===== src/pkcs7u_pkg.sv =====
// Package with shared constants, codes and control types of the PKCS#7 unpad checker.
package pkcs7u_pkg;

  localparam int BLOCK_BYTES_DEF = 16;

  typedef enum logic [1:0] {
    ST_OK       = 2'd0,
    ST_LEN      = 2'd1,
    ST_PADVAL   = 2'd2,
    ST_MISMATCH = 2'd3
  } status_t;

  typedef struct packed {
    logic accept;
    logic eval;
    logic load_final;
    logic emit;
  } ctl_cmd_t;

  typedef struct packed {
    logic out_free;
    logic in_last;
    logic end_now;
    logic emit_last;
  } dp_sts_t;

endpackage


===== src/pkcs7u_if.sv =====
// Valid/ready channel interfaces for the input byte stream and the result stream.
interface pkcs7u_in_if;
  logic       valid;
  logic       ready;
  logic [7:0] data_byte;
  logic       last_byte;

  modport source (output valid, output data_byte, output last_byte, input ready);
  modport sink (input valid, input data_byte, input last_byte, output ready);
endinterface

interface pkcs7u_out_if;
  logic       valid;
  logic       ready;
  logic [7:0] out_byte;
  logic       byte_valid;
  logic       end_of_message;
  logic [1:0] status;

  modport source (output valid, output out_byte, output byte_valid,
                  output end_of_message, output status, input ready);
  modport sink (input valid, input out_byte, input byte_valid,
                input end_of_message, input status, output ready);
endinterface


===== src/pkcs7u_datapath.sv =====
// Datapath: delay line, length tracking, padding checks and the output register.
module pkcs7u_datapath #(
  parameter int BLOCK_BYTES = pkcs7u_pkg::BLOCK_BYTES_DEF
) (
  input  logic                  clk,
  input  logic                  rst_n,
  input  pkcs7u_pkg::ctl_cmd_t  cmd,
  output pkcs7u_pkg::dp_sts_t   sts,
  input  logic [7:0]            in_data_byte,
  input  logic                  in_last_byte,
  input  logic                  out_ready,
  output logic                  out_valid,
  output logic [7:0]            out_byte,
  output logic                  out_byte_valid,
  output logic                  out_end_of_message,
  output logic [1:0]            out_status
);
  import pkcs7u_pkg::*;

  localparam int CW = $clog2(BLOCK_BYTES + 1);
  localparam int LW = $clog2(BLOCK_BYTES);

  logic [7:0]    sr_r [BLOCK_BYTES];
  logic [7:0]    spill_r;
  logic          spill_vld_r;
  logic [CW-1:0] held_r;
  logic [LW-1:0] lm_r;
  logic          len_bad_r;
  logic [CW-1:0] rem_r;
  status_t       stat_r;
  logic          out_vld_r;
  logic [7:0]    out_byte_r;
  logic          out_bv_r;
  logic          out_eom_r;
  status_t       out_stat_r;

  logic          full;
  logic [7:0]    pad;
  logic          mis;
  status_t       stat_nxt;
  logic [CW-1:0] rem_nxt;
  logic          shift_en;
  logic          push_out;

  assign full     = (held_r == CW'(BLOCK_BYTES));
  assign pad      = sr_r[BLOCK_BYTES-1];
  assign push_out = cmd.accept && !in_last_byte && full;
  assign shift_en = cmd.accept || (cmd.emit && !spill_vld_r);

  always_comb begin
    mis = 1'b0;
    for (int i = 0; i < BLOCK_BYTES; i++) begin
      if ((9'(i) < {1'b0, pad}) && (sr_r[BLOCK_BYTES-1-i] != pad)) begin
        mis = 1'b1;
      end
    end
  end

  always_comb begin
    priority if (len_bad_r) begin
      stat_nxt = ST_LEN;
    end else if ((pad == 8'd0) || (pad > 8'(BLOCK_BYTES))) begin
      stat_nxt = ST_PADVAL;
    end else if (mis) begin
      stat_nxt = ST_MISMATCH;
    end else begin
      stat_nxt = ST_OK;
    end
  end

  assign rem_nxt = CW'(BLOCK_BYTES) - CW'(pad) + CW'(spill_vld_r);

  assign sts.out_free  = !out_vld_r || out_ready;
  assign sts.in_last   = in_last_byte;
  assign sts.end_now   = (stat_nxt != ST_OK) || (rem_nxt == '0);
  assign sts.emit_last = (rem_r == CW'(1));

  always_ff @(posedge clk) begin
    if (shift_en) begin
      for (int j = 0; j < BLOCK_BYTES - 1; j++) begin
        sr_r[j] <= sr_r[j+1];
      end
      if (cmd.accept) begin
        sr_r[BLOCK_BYTES-1] <= in_data_byte;
      end
    end
    if (cmd.accept && in_last_byte) begin
      spill_r   <= sr_r[0];
      len_bad_r <= (lm_r != LW'(BLOCK_BYTES - 1)) || (held_r < CW'(BLOCK_BYTES - 1));
    end
    if (cmd.eval) begin
      stat_r <= stat_nxt;
      rem_r  <= rem_nxt;
    end else if (cmd.emit) begin
      rem_r <= rem_r - CW'(1);
    end
    if (push_out) begin
      out_byte_r <= sr_r[0];
      out_bv_r   <= 1'b1;
      out_eom_r  <= 1'b0;
      out_stat_r <= ST_OK;
    end else if (cmd.load_final) begin
      out_byte_r <= 8'd0;
      out_bv_r   <= 1'b0;
      out_eom_r  <= 1'b1;
      out_stat_r <= stat_r;
    end else if (cmd.emit) begin
      out_byte_r <= spill_vld_r ? spill_r : sr_r[0];
      out_bv_r   <= 1'b1;
      out_eom_r  <= (rem_r == CW'(1));
      out_stat_r <= ST_OK;
    end
  end

  always_ff @(posedge clk) begin
    if (!rst_n) begin
      held_r      <= '0;
      lm_r        <= '0;
      spill_vld_r <= 1'b0;
      out_vld_r   <= 1'b0;
    end else begin
      if (cmd.accept) begin
        if (in_last_byte) begin
          held_r      <= '0;
          lm_r        <= '0;
          spill_vld_r <= full;
        end else begin
          if (!full) begin
            held_r <= held_r + CW'(1);
          end
          lm_r <= (lm_r == LW'(BLOCK_BYTES - 1)) ? '0 : lm_r + LW'(1);
        end
      end else if (cmd.emit) begin
        spill_vld_r <= 1'b0;
      end
      if (push_out || cmd.load_final || cmd.emit) begin
        out_vld_r <= 1'b1;
      end else if (out_ready) begin
        out_vld_r <= 1'b0;
      end
    end
  end

  assign out_valid          = out_vld_r;
  assign out_byte           = out_byte_r;
  assign out_byte_valid     = out_bv_r;
  assign out_end_of_message = out_eom_r;
  assign out_status         = out_stat_r;

endmodule


===== src/pkcs7u_ctrl.sv =====
// Controller: sequences byte intake, the end-of-message check and the closing burst.
module pkcs7u_ctrl (
  input  logic                 clk,
  input  logic                 rst_n,
  input  logic                 in_valid,
  output logic                 in_ready,
  output pkcs7u_pkg::ctl_cmd_t cmd,
  input  pkcs7u_pkg::dp_sts_t  sts
);
  import pkcs7u_pkg::*;

  typedef enum logic [1:0] {
    S_RUN,
    S_EVAL,
    S_FINAL,
    S_EMIT
  } state_t;

  state_t state_r;

  assign in_ready       = (state_r == S_RUN) && sts.out_free;
  assign cmd.accept     = in_valid && in_ready;
  assign cmd.eval       = (state_r == S_EVAL);
  assign cmd.load_final = (state_r == S_FINAL) && sts.out_free;
  assign cmd.emit       = (state_r == S_EMIT) && sts.out_free;

  always_ff @(posedge clk) begin
    if (!rst_n) begin
      state_r <= S_RUN;
    end else begin
      unique case (state_r)
        S_RUN: begin
          if (cmd.accept && sts.in_last) begin
            state_r <= S_EVAL;
          end
        end
        S_EVAL: begin
          state_r <= sts.end_now ? S_FINAL : S_EMIT;
        end
        S_FINAL: begin
          if (sts.out_free) begin
            state_r <= S_RUN;
          end
        end
        S_EMIT: begin
          if (sts.out_free && sts.emit_last) begin
            state_r <= S_RUN;
          end
        end
        default: state_r <= S_RUN;
      endcase
    end
  end

endmodule


===== src/pkcs7_unpad_checker_top.sv =====
// Top level of the PKCS#7 unpad checker: controller and datapath joined.
//
//   channel    dir   handshake      beat contents
//   in_chan    in    valid/ready    data_byte[7:0], last_byte
//   out_chan   out   valid/ready    out_byte[7:0], byte_valid, end_of_message, status[1:0]
//
// The delay line of BLOCK_BYTES bytes releases its oldest byte once it is full.
// A last byte leads to a check state, then a burst of up to BLOCK_BYTES result
// beats, one beat per cycle unless the output stalls, set by the single output
// register. Reset clears counts, control and the output valid. A stall on the
// output holds the input until the output register frees.
module pkcs7_unpad_checker_top #(
  parameter int BLOCK_BYTES = pkcs7u_pkg::BLOCK_BYTES_DEF
) (
  input  logic        clk,
  input  logic        rst_n,
  pkcs7u_in_if.sink   in_chan,
  pkcs7u_out_if.source out_chan
);
  import pkcs7u_pkg::*;

  ctl_cmd_t cmd;
  dp_sts_t  sts;

  pkcs7u_ctrl u_ctrl (
    .clk      (clk),
    .rst_n    (rst_n),
    .in_valid (in_chan.valid),
    .in_ready (in_chan.ready),
    .cmd      (cmd),
    .sts      (sts)
  );

  pkcs7u_datapath #(
    .BLOCK_BYTES (BLOCK_BYTES)
  ) u_datapath (
    .clk                (clk),
    .rst_n              (rst_n),
    .cmd                (cmd),
    .sts                (sts),
    .in_data_byte       (in_chan.data_byte),
    .in_last_byte       (in_chan.last_byte),
    .out_ready          (out_chan.ready),
    .out_valid          (out_chan.valid),
    .out_byte           (out_chan.out_byte),
    .out_byte_valid     (out_chan.byte_valid),
    .out_end_of_message (out_chan.end_of_message),
    .out_status         (out_chan.status)
  );

endmodule


===== src/flat_wrapper.sv =====
// flat-port wrapper written by rule: the top's interface ports become plain ports
module pkcs7_unpad_checker_top_flat import pkcs7u_pkg::*;
#(
  parameter int BLOCK_BYTES = pkcs7u_pkg::BLOCK_BYTES_DEF
)
  (clk, rst_n, in_chan_valid, in_chan_data_byte, in_chan_last_byte, in_chan_ready, out_chan_valid, out_chan_out_byte, out_chan_byte_valid, out_chan_end_of_message, out_chan_status, out_chan_ready);
  pkcs7u_in_if in_chan_i ();
  pkcs7u_out_if out_chan_i ();
  input  logic clk;
  input  logic rst_n;
  input wire logic [$bits(in_chan_i.valid)-1:0] in_chan_valid;
  input wire logic [$bits(in_chan_i.data_byte)-1:0] in_chan_data_byte;
  input wire logic [$bits(in_chan_i.last_byte)-1:0] in_chan_last_byte;
  output wire logic [$bits(in_chan_i.ready)-1:0] in_chan_ready;
  output wire logic [$bits(out_chan_i.valid)-1:0] out_chan_valid;
  output wire logic [$bits(out_chan_i.out_byte)-1:0] out_chan_out_byte;
  output wire logic [$bits(out_chan_i.byte_valid)-1:0] out_chan_byte_valid;
  output wire logic [$bits(out_chan_i.end_of_message)-1:0] out_chan_end_of_message;
  output wire logic [$bits(out_chan_i.status)-1:0] out_chan_status;
  input wire logic [$bits(out_chan_i.ready)-1:0] out_chan_ready;
  assign in_chan_i.valid = in_chan_valid;
  assign in_chan_i.data_byte = in_chan_data_byte;
  assign in_chan_i.last_byte = in_chan_last_byte;
  assign in_chan_ready = in_chan_i.ready;
  assign out_chan_valid = out_chan_i.valid;
  assign out_chan_out_byte = out_chan_i.out_byte;
  assign out_chan_byte_valid = out_chan_i.byte_valid;
  assign out_chan_end_of_message = out_chan_i.end_of_message;
  assign out_chan_status = out_chan_i.status;
  assign out_chan_i.ready = out_chan_ready;
  pkcs7_unpad_checker_top #(.BLOCK_BYTES(BLOCK_BYTES)) u_core (.clk(clk), .rst_n(rst_n), .in_chan(in_chan_i), .out_chan(out_chan_i));
endmodule

===== config.mk =====
export PLATFORM = sky130hd
export DESIGN_NAME = pkcs7_unpad_checker_top_flat
export DESIGN_NICKNAME = d
export VERILOG_FILES = /design/src/pkcs7u_pkg.sv /design/src/pkcs7u_if.sv /design/src/pkcs7u_datapath.sv /design/src/pkcs7u_ctrl.sv /design/src/pkcs7_unpad_checker_top.sv /design/src/flat_wrapper.sv
export SDC_FILE = /design/constraint.sdc
export NUM_CORES = 1
export LEC_CHECK = 0
export BUFFER_PORTS_ARGS = -buffer_cell sky130_fd_sc_hd__clkbuf_2
export CAP_MARGIN = 25
export CORE_MARGIN = 2
export CORE_UTILIZATION = 56
export CTS_BUF_LIST = sky130_fd_sc_hd__clkbuf_8 sky130_fd_sc_hd__clkbuf_16
export CTS_CLUSTER_SIZE = 25
export DETAILED_ROUTE_END_ITERATION = 8
export PLACE_DENSITY = 0.86
export SETUP_SLACK_MARGIN = 0.4
export SYNTH_ARGS = -nofsm -noshare
export SYNTH_HDL_FRONTEND = slang
export SYNTH_SLANG_ARGS = --single-unit

===== constraint.sdc =====
create_clock -name clk -period 9.8 [get_ports clk]
set_input_delay 0.98 -clock clk [delete_from_list [all_inputs] [get_ports clk]]
set_output_delay 0.98 -clock clk [all_outputs]
set_load 0.03 [all_outputs]

==> run_results.csv, run 1 <==
group,metric,value,unit
timing,timing_max_transition_violations_final,0,
timing,timing.final.hold_violations,0,
pwr,share_comb_of_total_power,14.3,%
hold_path,hold_crit_class,"flop to flop",
timing,final_critical_path_required_period,3.14,ns
die,die-width,119,um
cells_and_area,layout-drive-gt1-share,12.4,%
timing,max_slew.worst_pin.slew,1.03,ns
cells_and_area,mostFrequentLayoutCell,"sky130_fd_sc_hd__edfxtp_1",
timing,setup_repair_after_global_routing_missed_its_margin,"no",
worst_setup_path,reg2regPathDepth,6,
routing,vias_per_cell,5.86,
synthesis,synth_nets,545,
die,io-pin-count,27,
synthesis,synth_seq_cells,169,
cells_and_area,ff_latch_area,4900,um2
routing,via_count,4320,
timing,slew_headroom,31.5,%
job,drv_cap,0,
clock_tree,post_cts_resized,0,
worst_setup_path,critical_path_peak_fanout,74,
grt,globalRoute.busiestLayer,"met2",
clock_tree,cts_buffer_depth,2,
synthesis,synth_seq_area_share,66.3,%
clock_tree,ctsRootBufferMaster,"sky130_fd_sc_hd__clkbuf_16",
grt,global_route.usage.met1,23.5,%
synthesis,synth_async_sr_flop_share,0,%
synthesis,synth_flop_cell,"sky130_fd_sc_hd__edfxtp_1",
worst_setup_path,timing.rr.start,"u_core.u_datapath.sr_r[1][63]$_DFFE_PP_",
grt,first_pass_grt_wire_length,21.8,mm
cells_and_area,final_cells,737,
clock_tree,clkTransAtPathRegs,0.06,ns
routing,first_drt_iteration_drcs,383,
grt,grt_usage,20.1,%
placed_design,dp_hpwl,8.85,mm
worst_setup_path,setup.worst_path.end_class,"flop",
worst_setup_path,critPathArrivalTime,3.18,ns
timing,timing.final.crit_share,32.0,%
cells_and_area,final_area,8310,um2
clock_tree,cts_buffers,17,
synthesis,yosys_warnings,0,
timing,max_freq,319,MHz
grt,globalRoute.totalOverflow,0,
grt,grt_max_degree,75,
cells_and_area,layout_common_cells,"sky130_fd_sc_hd__edfxtp_1 (152), sky130_fd_sc_hd__xnor2_1 (107), sky130_fd_sc_hd__nand4_1 (32), sky130_fd_sc_hd__clkbuf_2 (26), sky130_fd_sc_hd__xor2_1 (20)",
synthesis,number_of_unique_standard_cell_types_used_by_synthesis,46,
grt,grt_antenna_before_repair,0,
routing,wire_per_inst,18.4,um
synthesis,synth_area,7400,um2
cells_and_area,num-nets-final,572,
worst_setup_path,critPathKind,"primary input to flop",
placed_design,place.port_buffers,26,
pwr,p_leak,2.79,nW
worst_setup_path,cp-start-kind,"primary input",
synthesis,netlist_instances,525,
grt,first_global_vias,4422,
clock_tree,cts_setup_buffers,0,
hold_path,hold-path-cell-count,0,
placed_design,routabilityCongestion,0.870,
cells_and_area,utilization,65.0,%
clock_tree,cts-htree-levels,4,
hold_path,hold_path_startpoint,"u_core.u_datapath.sr_r[1][17]$_DFFE_PP_",
placed_design,placed_cells_incl_taps,703,
synthesis,post_synth.cell_area_avg,14.1,um2
pwr,sw_frac_of_total,25.6,%
status,status,"complete, no violations",
routing,drc,0,
routing,routed_wl,13.6,mm
worst_setup_path,worst_ep_required_time,9.84,ns
pwr,netSwitchingPower,0.490,mW
routing,detail-route-antenna-nets,0,
pwr,power_density,230,nW/um2
die,core,12800,um2
die,floorplan.initialDensity,57.9,%
timing,final.setup_skew,0.00854,ns
die,rows,41,
routing,detailedRoute.firstPassIterationCount,5,
timing,setup-violations-final,0,
timing,setup_tns,0,ns
pwr,vdd_drop_max,0.155,mV
placed_design,place_area,7670,um2
worst_setup_path,flop_to_flop_setup_slack,6.77,ns
pwr,power.clock.fraction,33.6,%
grt,groute.layer.met3.usage,5.60,%
clock_tree,postCtsHoldBufs,0,
clock_tree,tritoncts_clock_tree,"done",
cells_and_area,filler_cell_count,891,
cells_and_area,n_antenna_cell,0,
pwr,power.sequential.fraction,52.1,%
clock_tree,worst_skew_pair.late_latency,0.42,ns
cells_and_area,layout-area-overhead-vs-synth,12.3,%
pwr,internal_dissipation,1.42,mW
worst_setup_path,critical_path.reg2reg.endpoint,"u_core.u_datapath.stat_r[0]$_DFFE_PP_",
grt,gr-usage-met2,34.9,%
die,design.die.area,14100,um2
hold_path,worst_case_hold_path_end_point,"u_core.u_datapath.sr_r[1][9]$_DFFE_PP_",
die,die_h,119,um
clock_tree,clock-sinks,169,
synthesis,synth-edff-count,152,
cells_and_area,multi_input_area,2330,um2
-- cell type report --
cell class / count / area share [%]
repair buffers: 34 / 2.77
clock buffers: 21 / 6.05
well taps: 172 / 2.59
clock inverters: 11 / 0.919
multi-input cells: 316 / 28.0
flip-flops and latches: 169 / 59.0
inverters: 14 / 0.633
-- cells by family after synthesis --
kind of cell    Yosys count  share of synthesized area (%)
mux                       2                          0.271
compound gates           66                           5.92
simple gates            114                           8.88
fa+ha+maj                 7                           1.18
buf+inv                  40                           2.43
xor+xnor                127                           15.0
flops                   169                           66.3
-- registers in the layout, summed over array words and instances (netlist names), 4 cells and up --
name	cells
u_core.u_datapath.held_r	5
u_core.u_datapath.rem_r	5
u_core.u_datapath.spill_r	8
u_core.u_datapath.out_byte	8
u_core.u_datapath.sr_r	128
u_core.u_datapath.lm_r	4
-- power by group through the flow --
| stage | Combinational, mW | Sequential [mW] | Clock (mW) |
|---|---|---|---|
| after CTS | 0.266 | 1.00 | 0.654 |
| after floorplan | 0.201 | 1.01 | 0 |
| after global routing | 0.299 | 1.01 | 0.679 |
| final | 0.273 | 0.997 | 0.643 |
| after detailed placement | 0.263 | 1.02 | 0 |
| after global placement | 0.252 | 1.01 | 0 |
-- cells in the mapped netlist, drive strengths merged, types with 3 or more instances --
| cell | count | area, um2 |
|---|---|---|
| edfxtp | 152 | 4560 |
| xnor2 | 107 | 937 |
| nand4 | 32 | 200 |
| nand2 | 20 | 77.6 |
| xor2 | 20 | 175 |
| o21ai | 19 | 95.1 |
| dfxtp | 17 | 340 |
| nor2 | 16 | 60.1 |
| buf | 15 | 86.3 |
| inv | 14 | 52.6 |
| a21oi | 11 | 55.1 |
| clkbuf | 11 | 41.3 |
| nor2b | 11 | 68.8 |
| a22o | 10 | 87.6 |
| nor4 | 9 | 77.6 |
| ha | 7 | 87.6 |
| a31oi | 6 | 37.5 |
| and2 | 6 | 37.5 |
| nor3 | 6 | 30.0 |
| nand2b | 4 | 32.5 |
| o22ai | 4 | 25.0 |
| a211oi | 3 | 22.5 |
| nand3 | 3 | 15.0 |
-- through the flow --
step	power (mW)	setup WS, ns	hold slack [ns]
2_1_floorplan	1.21	2.44	0.421
3_3_place_gp	1.26	6.36	0.448
3_5_place_dp	1.28	6.26	0.456
4_1_cts	1.92	6.71	0.469
5_1_grt	1.99	6.52	0.476
6_report	1.91	6.66	0.467
-- worst max-delay path, stage by stage --
cell and delay (ns):
sky130_fd_sc_hd__clkbuf_2 0.08, sky130_fd_sc_hd__nand2b_1 0.15, sky130_fd_sc_hd__and2_1 0.23, sky130_fd_sc_hd__nand2_1 0.17, sky130_fd_sc_hd__o21ai_4 0.16, sky130_fd_sc_hd__buf_4 0.50, sky130_fd_sc_hd__buf_4 0.79
-- how the worst max path moves through the flow --
stage | slack (ns) | startpoint | endpoint | cells past startpoint
detailed placement | 6.26 | out_chan_ready | u_core.u_datapath.sr_r[1][22]$_DFFE_PP_ | 6
global route | 6.52 | out_chan_ready | u_core.u_datapath.sr_r[1][19]$_DFFE_PP_ | 6
floorplan | 2.44 | out_chan_ready | u_core.u_datapath.sr_r[0][0]$_DFFE_PP_ | 4
finish | 6.66 | out_chan_ready | u_core.u_datapath.sr_r[1][8]$_DFFE_PP_ | 7
CTS | 6.71 | out_chan_ready | u_core.u_datapath.sr_r[1][17]$_DFFE_PP_ | 6
global placement | 6.36 | out_chan_ready | u_core.u_datapath.sr_r[1][24]$_DFFE_PP_ | 7
-- routing by layer --
| layer | wire length (um) | part of all wire, % | vias to the layer above |
|---|---|---|---|
| li1 | - | - | 1981 |
| met1 | 5480 | 40 | 2172 |
| met2 | 7190 | 53 | 138 |
| met3 | 612 | 4.5 | 29 |
| met4 | 279 | 2.1 | 0 |
| met5 | 0 | 0 | - |
Power figures use the tool's default switching activity.
==> run 2: changes to the inputs <==
--- a/config.mk
+++ b/config.mk
@@ -8,11 +8,11 @@
 export BUFFER_PORTS_ARGS = -buffer_cell sky130_fd_sc_hd__clkbuf_2
 export CAP_MARGIN = 25
 export CORE_MARGIN = 2
-export CORE_UTILIZATION = 56
+export CORE_UTILIZATION = 60
 export CTS_BUF_LIST = sky130_fd_sc_hd__clkbuf_8 sky130_fd_sc_hd__clkbuf_16
 export CTS_CLUSTER_SIZE = 25
 export DETAILED_ROUTE_END_ITERATION = 8
-export PLACE_DENSITY = 0.86
+export PLACE_DENSITY = 0.88
 export SETUP_SLACK_MARGIN = 0.4
 export SYNTH_ARGS = -nofsm -noshare
 export SYNTH_HDL_FRONTEND = slang
==> constraint.sdc (replaced) <==
create_clock -name clk -period 3.1 [get_ports clk]
set_input_delay 0.31 -clock clk [delete_from_list [all_inputs] [get_ports clk]]
set_output_delay 0.31 -clock clk [all_outputs]
set_load 0.03 [all_outputs]
==> run 2 against run 1 <==
Compared with the run above: flip-flop and latch count stayed put; routed wire length is 7.3% higher; total power grew to 3.3 times the previous value; via count is 3.3% higher; clock power grew to 3.5 times the previous value; register-to-register slack worse by 6.1 ns; core utilization is 7.0 points higher; design area is 4.1% higher; critical endpoint is now u_core.u_datapath.stat_r[0]$_DFFE_PP_; largest cell class unchanged; hold slack worse by 0.41 ns; clock skew is 0.0024 ns lower; non-clock buffer count is 36 higher; critical path depth stayed put.
==> run_results.csv, run 2 (synthesis results as in run 1) <==
group,metric,value,unit
status,status,"complete, no violations",
cells_and_area,final_cells,747,
clock_tree,cts-htree-levels,4,
routing,detail-route-antenna-nets,0,
die,floorplan.initialDensity,61.6,%
pwr,p_leak,3.01,nW
timing,timing.final.hold_violations,0,
grt,first_global_vias,4322,
job,drv_cap,0,
routing,vias_per_cell,5.97,
worst_setup_path,timing.rr.start,"u_core.u_datapath.sr_r[1][61]$_DFFE_PP_",
clock_tree,cts_setup_buffers,0,
timing,max_slew.worst_pin.slew,0.860,ns
routing,via_count,4462,
grt,first_pass_grt_wire_length,22.1,mm
worst_setup_path,critPathKind,"flop to flop",
die,design.die.area,13200,um2
hold_path,hold_path_startpoint,"in_chan_data_byte[1]",
die,io-pin-count,27,
cells_and_area,final_area,8650,um2
timing,slew_headroom,42.6,%
worst_setup_path,reg2regPathDepth,7,
routing,wire_per_inst,19.5,um
cells_and_area,n_antenna_cell,0,
placed_design,routabilityCongestion,0.895,
grt,grt_antenna_before_repair,0,
timing,final_critical_path_required_period,2.45,ns
routing,detailedRoute.firstPassIterationCount,5,
die,die_h,115,um
clock_tree,tritoncts_clock_tree,"done",
cells_and_area,largest_register_ffs,128,
cells_and_area,layout-drive-gt1-share,17.7,%
timing,timing.final.crit_share,79.1,%
placed_design,place_area,7780,um2
clock_tree,cts_buffer_depth,2,
timing,setup-violations-final,0,
routing,drc,0,
routing,routed_wl,14.5,mm
cells_and_area,top_register,"u_core.u_datapath.sr_r",
hold_path,hold_crit_class,"primary input to flop",
grt,grt_usage,22.7,%
clock_tree,cts_buffers,17,
grt,grt_max_degree,47,
clock_tree,postCtsHoldBufs,0,
placed_design,place.port_buffers,26,
cells_and_area,num-nets-final,608,
pwr,vdd_drop_max,0.616,mV
timing,finalHoldWorstSlack,0.0532,ns
clock_tree,post_cts_resized,0,
placed_design,placed_cells_incl_taps,688,
timing,timing_max_transition_violations_final,0,
cells_and_area,layout-area-overhead-vs-synth,16.9,%
timing,setup_repair_after_global_routing_missed_its_margin,"no",
pwr,power_density,734,nW/um2
routing,first_drt_iteration_drcs,428,
worst_setup_path,critical_path.reg2reg.endpoint,"u_core.u_datapath.stat_r[0]$_DFFE_PP_",
cells_and_area,mostFrequentLayoutCell,"sky130_fd_sc_hd__edfxtp_1",
placed_design,dp_hpwl,9.21,mm
worst_setup_path,critical_path_peak_fanout,11,
grt,globalRoute.totalOverflow,0,
timing,max_freq,408,MHz
worst_setup_path,setup.worst_path.end_class,"flop",
worst_setup_path,flop_to_flop_setup_slack,0.65,ns
die,die-width,115,um
hold_path,hold-path-cell-count,1,
worst_setup_path,critPathArrivalTime,2.62,ns
worst_setup_path,worst_ep_required_time,3.27,ns
clock_tree,clock-sinks,169,
die,rows,40,
hold_path,worst_case_hold_path_end_point,"u_core.u_datapath.sr_r[1][57]$_DFFE_PP_",
cells_and_area,layout_common_cells,"sky130_fd_sc_hd__edfxtp_1 (152), sky130_fd_sc_hd__xnor2_1 (107), sky130_fd_sc_hd__buf_4 (37), sky130_fd_sc_hd__nand4_1 (32), sky130_fd_sc_hd__clkbuf_2 (26)",
worst_setup_path,cp-start-kind,"flop",
clock_tree,ctsRootBufferMaster,"sky130_fd_sc_hd__clkbuf_16",
clock_tree,worst_skew_pair.late_latency,0.43,ns
die,core,12000,um2
timing,final.setup_skew,0.00616,ns
clock_tree,clkTransAtPathRegs,0.06,ns
run 2: cell types whose count changed in the layout (fill, tap and decap cells not counted), sizes merged:
cell    previous run  this run
inv               17        16
bufinv             1         5
clkbuf            47        43
buf                8        44
run 2: stage by stage:
| step | setup TNS, ns | power (mW) | utilization, % | setup slack [ns] |
|---|---|---|---|---|
| 6_report | 0 | 6.35 | 72.0 | 0.647 |
| 4_1_cts | 0 | 6.32 | 69.8 | 0.425 |
| 5_1_grt | 0 | 6.58 | 72.0 | 0.476 |
| 3_5_place_dp | 0 | 4.09 | 64.7 | 0.470 |
| 3_3_place_gp | 0 | 4.03 | 64.6 | 0.474 |
| 2_1_floorplan | -0.599 | 3.81 | - | -0.00499 |
run 2: how the worst max path moves through the flow:
| stage | startpoint | endpoint | depth (start not counted) |
|---|---|---|---|
| after global placement | u_core.u_datapath.sr_r[1][56]$_DFFE_PP_ | u_core.u_ctrl.state_r[0]$_SDFFE_PN0P_ | 8 |
| after CTS | u_core.u_datapath.sr_r[1][56]$_DFFE_PP_ | u_core.u_ctrl.state_r[0]$_SDFFE_PN0P_ | 8 |
| after global routing | u_core.u_datapath.sr_r[1][61]$_DFFE_PP_ | u_core.u_datapath.stat_r[0]$_DFFE_PP_ | 7 |
| final | u_core.u_datapath.sr_r[1][61]$_DFFE_PP_ | u_core.u_datapath.stat_r[0]$_DFFE_PP_ | 7 |
| after floorplan | u_core.u_datapath.out_valid$_SDFFE_PN0P_ | u_core.u_datapath.sr_r[0][0]$_DFFE_PP_ | 4 |
| after detailed placement | u_core.u_datapath.sr_r[1][56]$_DFFE_PP_ | u_core.u_ctrl.state_r[0]$_SDFFE_PN0P_ | 8 |
run 2: metal layers:
metal	global-route usage (%)	share of wire (%)	vias to the layer above
met1	27.8	40	2196
met3	7.38	6.0	31
met4	9.24	2.6	0
li1	-	-	2050
met5	0	0	-
met2	37.6	52	185
run 2: where the power goes:
group          total (mW)  switching, mW  internal (mW)
clock                2.22          0.820           1.40
combinational        1.00          0.564          0.440
sequential           3.13          0.219           2.91
run 2: cell type report:
| cell class | instances | area (um2) |
|---|---|---|
| fillers | 756 | 3360 |
| repair buffers | 70 | 548 |
| multi-input cells | 316 | 2340 |
| inverters | 14 | 52.6 |
| well taps | 147 | 184 |
| clock inverters | 14 | 188 |
| clock buffers | 17 | 425 |
| flip-flops and latches | 169 | 4910 |
run 2: worst max-delay path, cell delays in order (launching register included):
cell and delay [ns]:
sky130_fd_sc_hd__edfxtp_1 0.65, sky130_fd_sc_hd__buf_4 0.32, sky130_fd_sc_hd__xnor2_1 0.14, sky130_fd_sc_hd__nand4_1 0.16, sky130_fd_sc_hd__o22ai_1 0.22, sky130_fd_sc_hd__nand4_1 0.14
sky130_fd_sc_hd__nor4_2 0.41, sky130_fd_sc_hd__a31oi_1 0.15
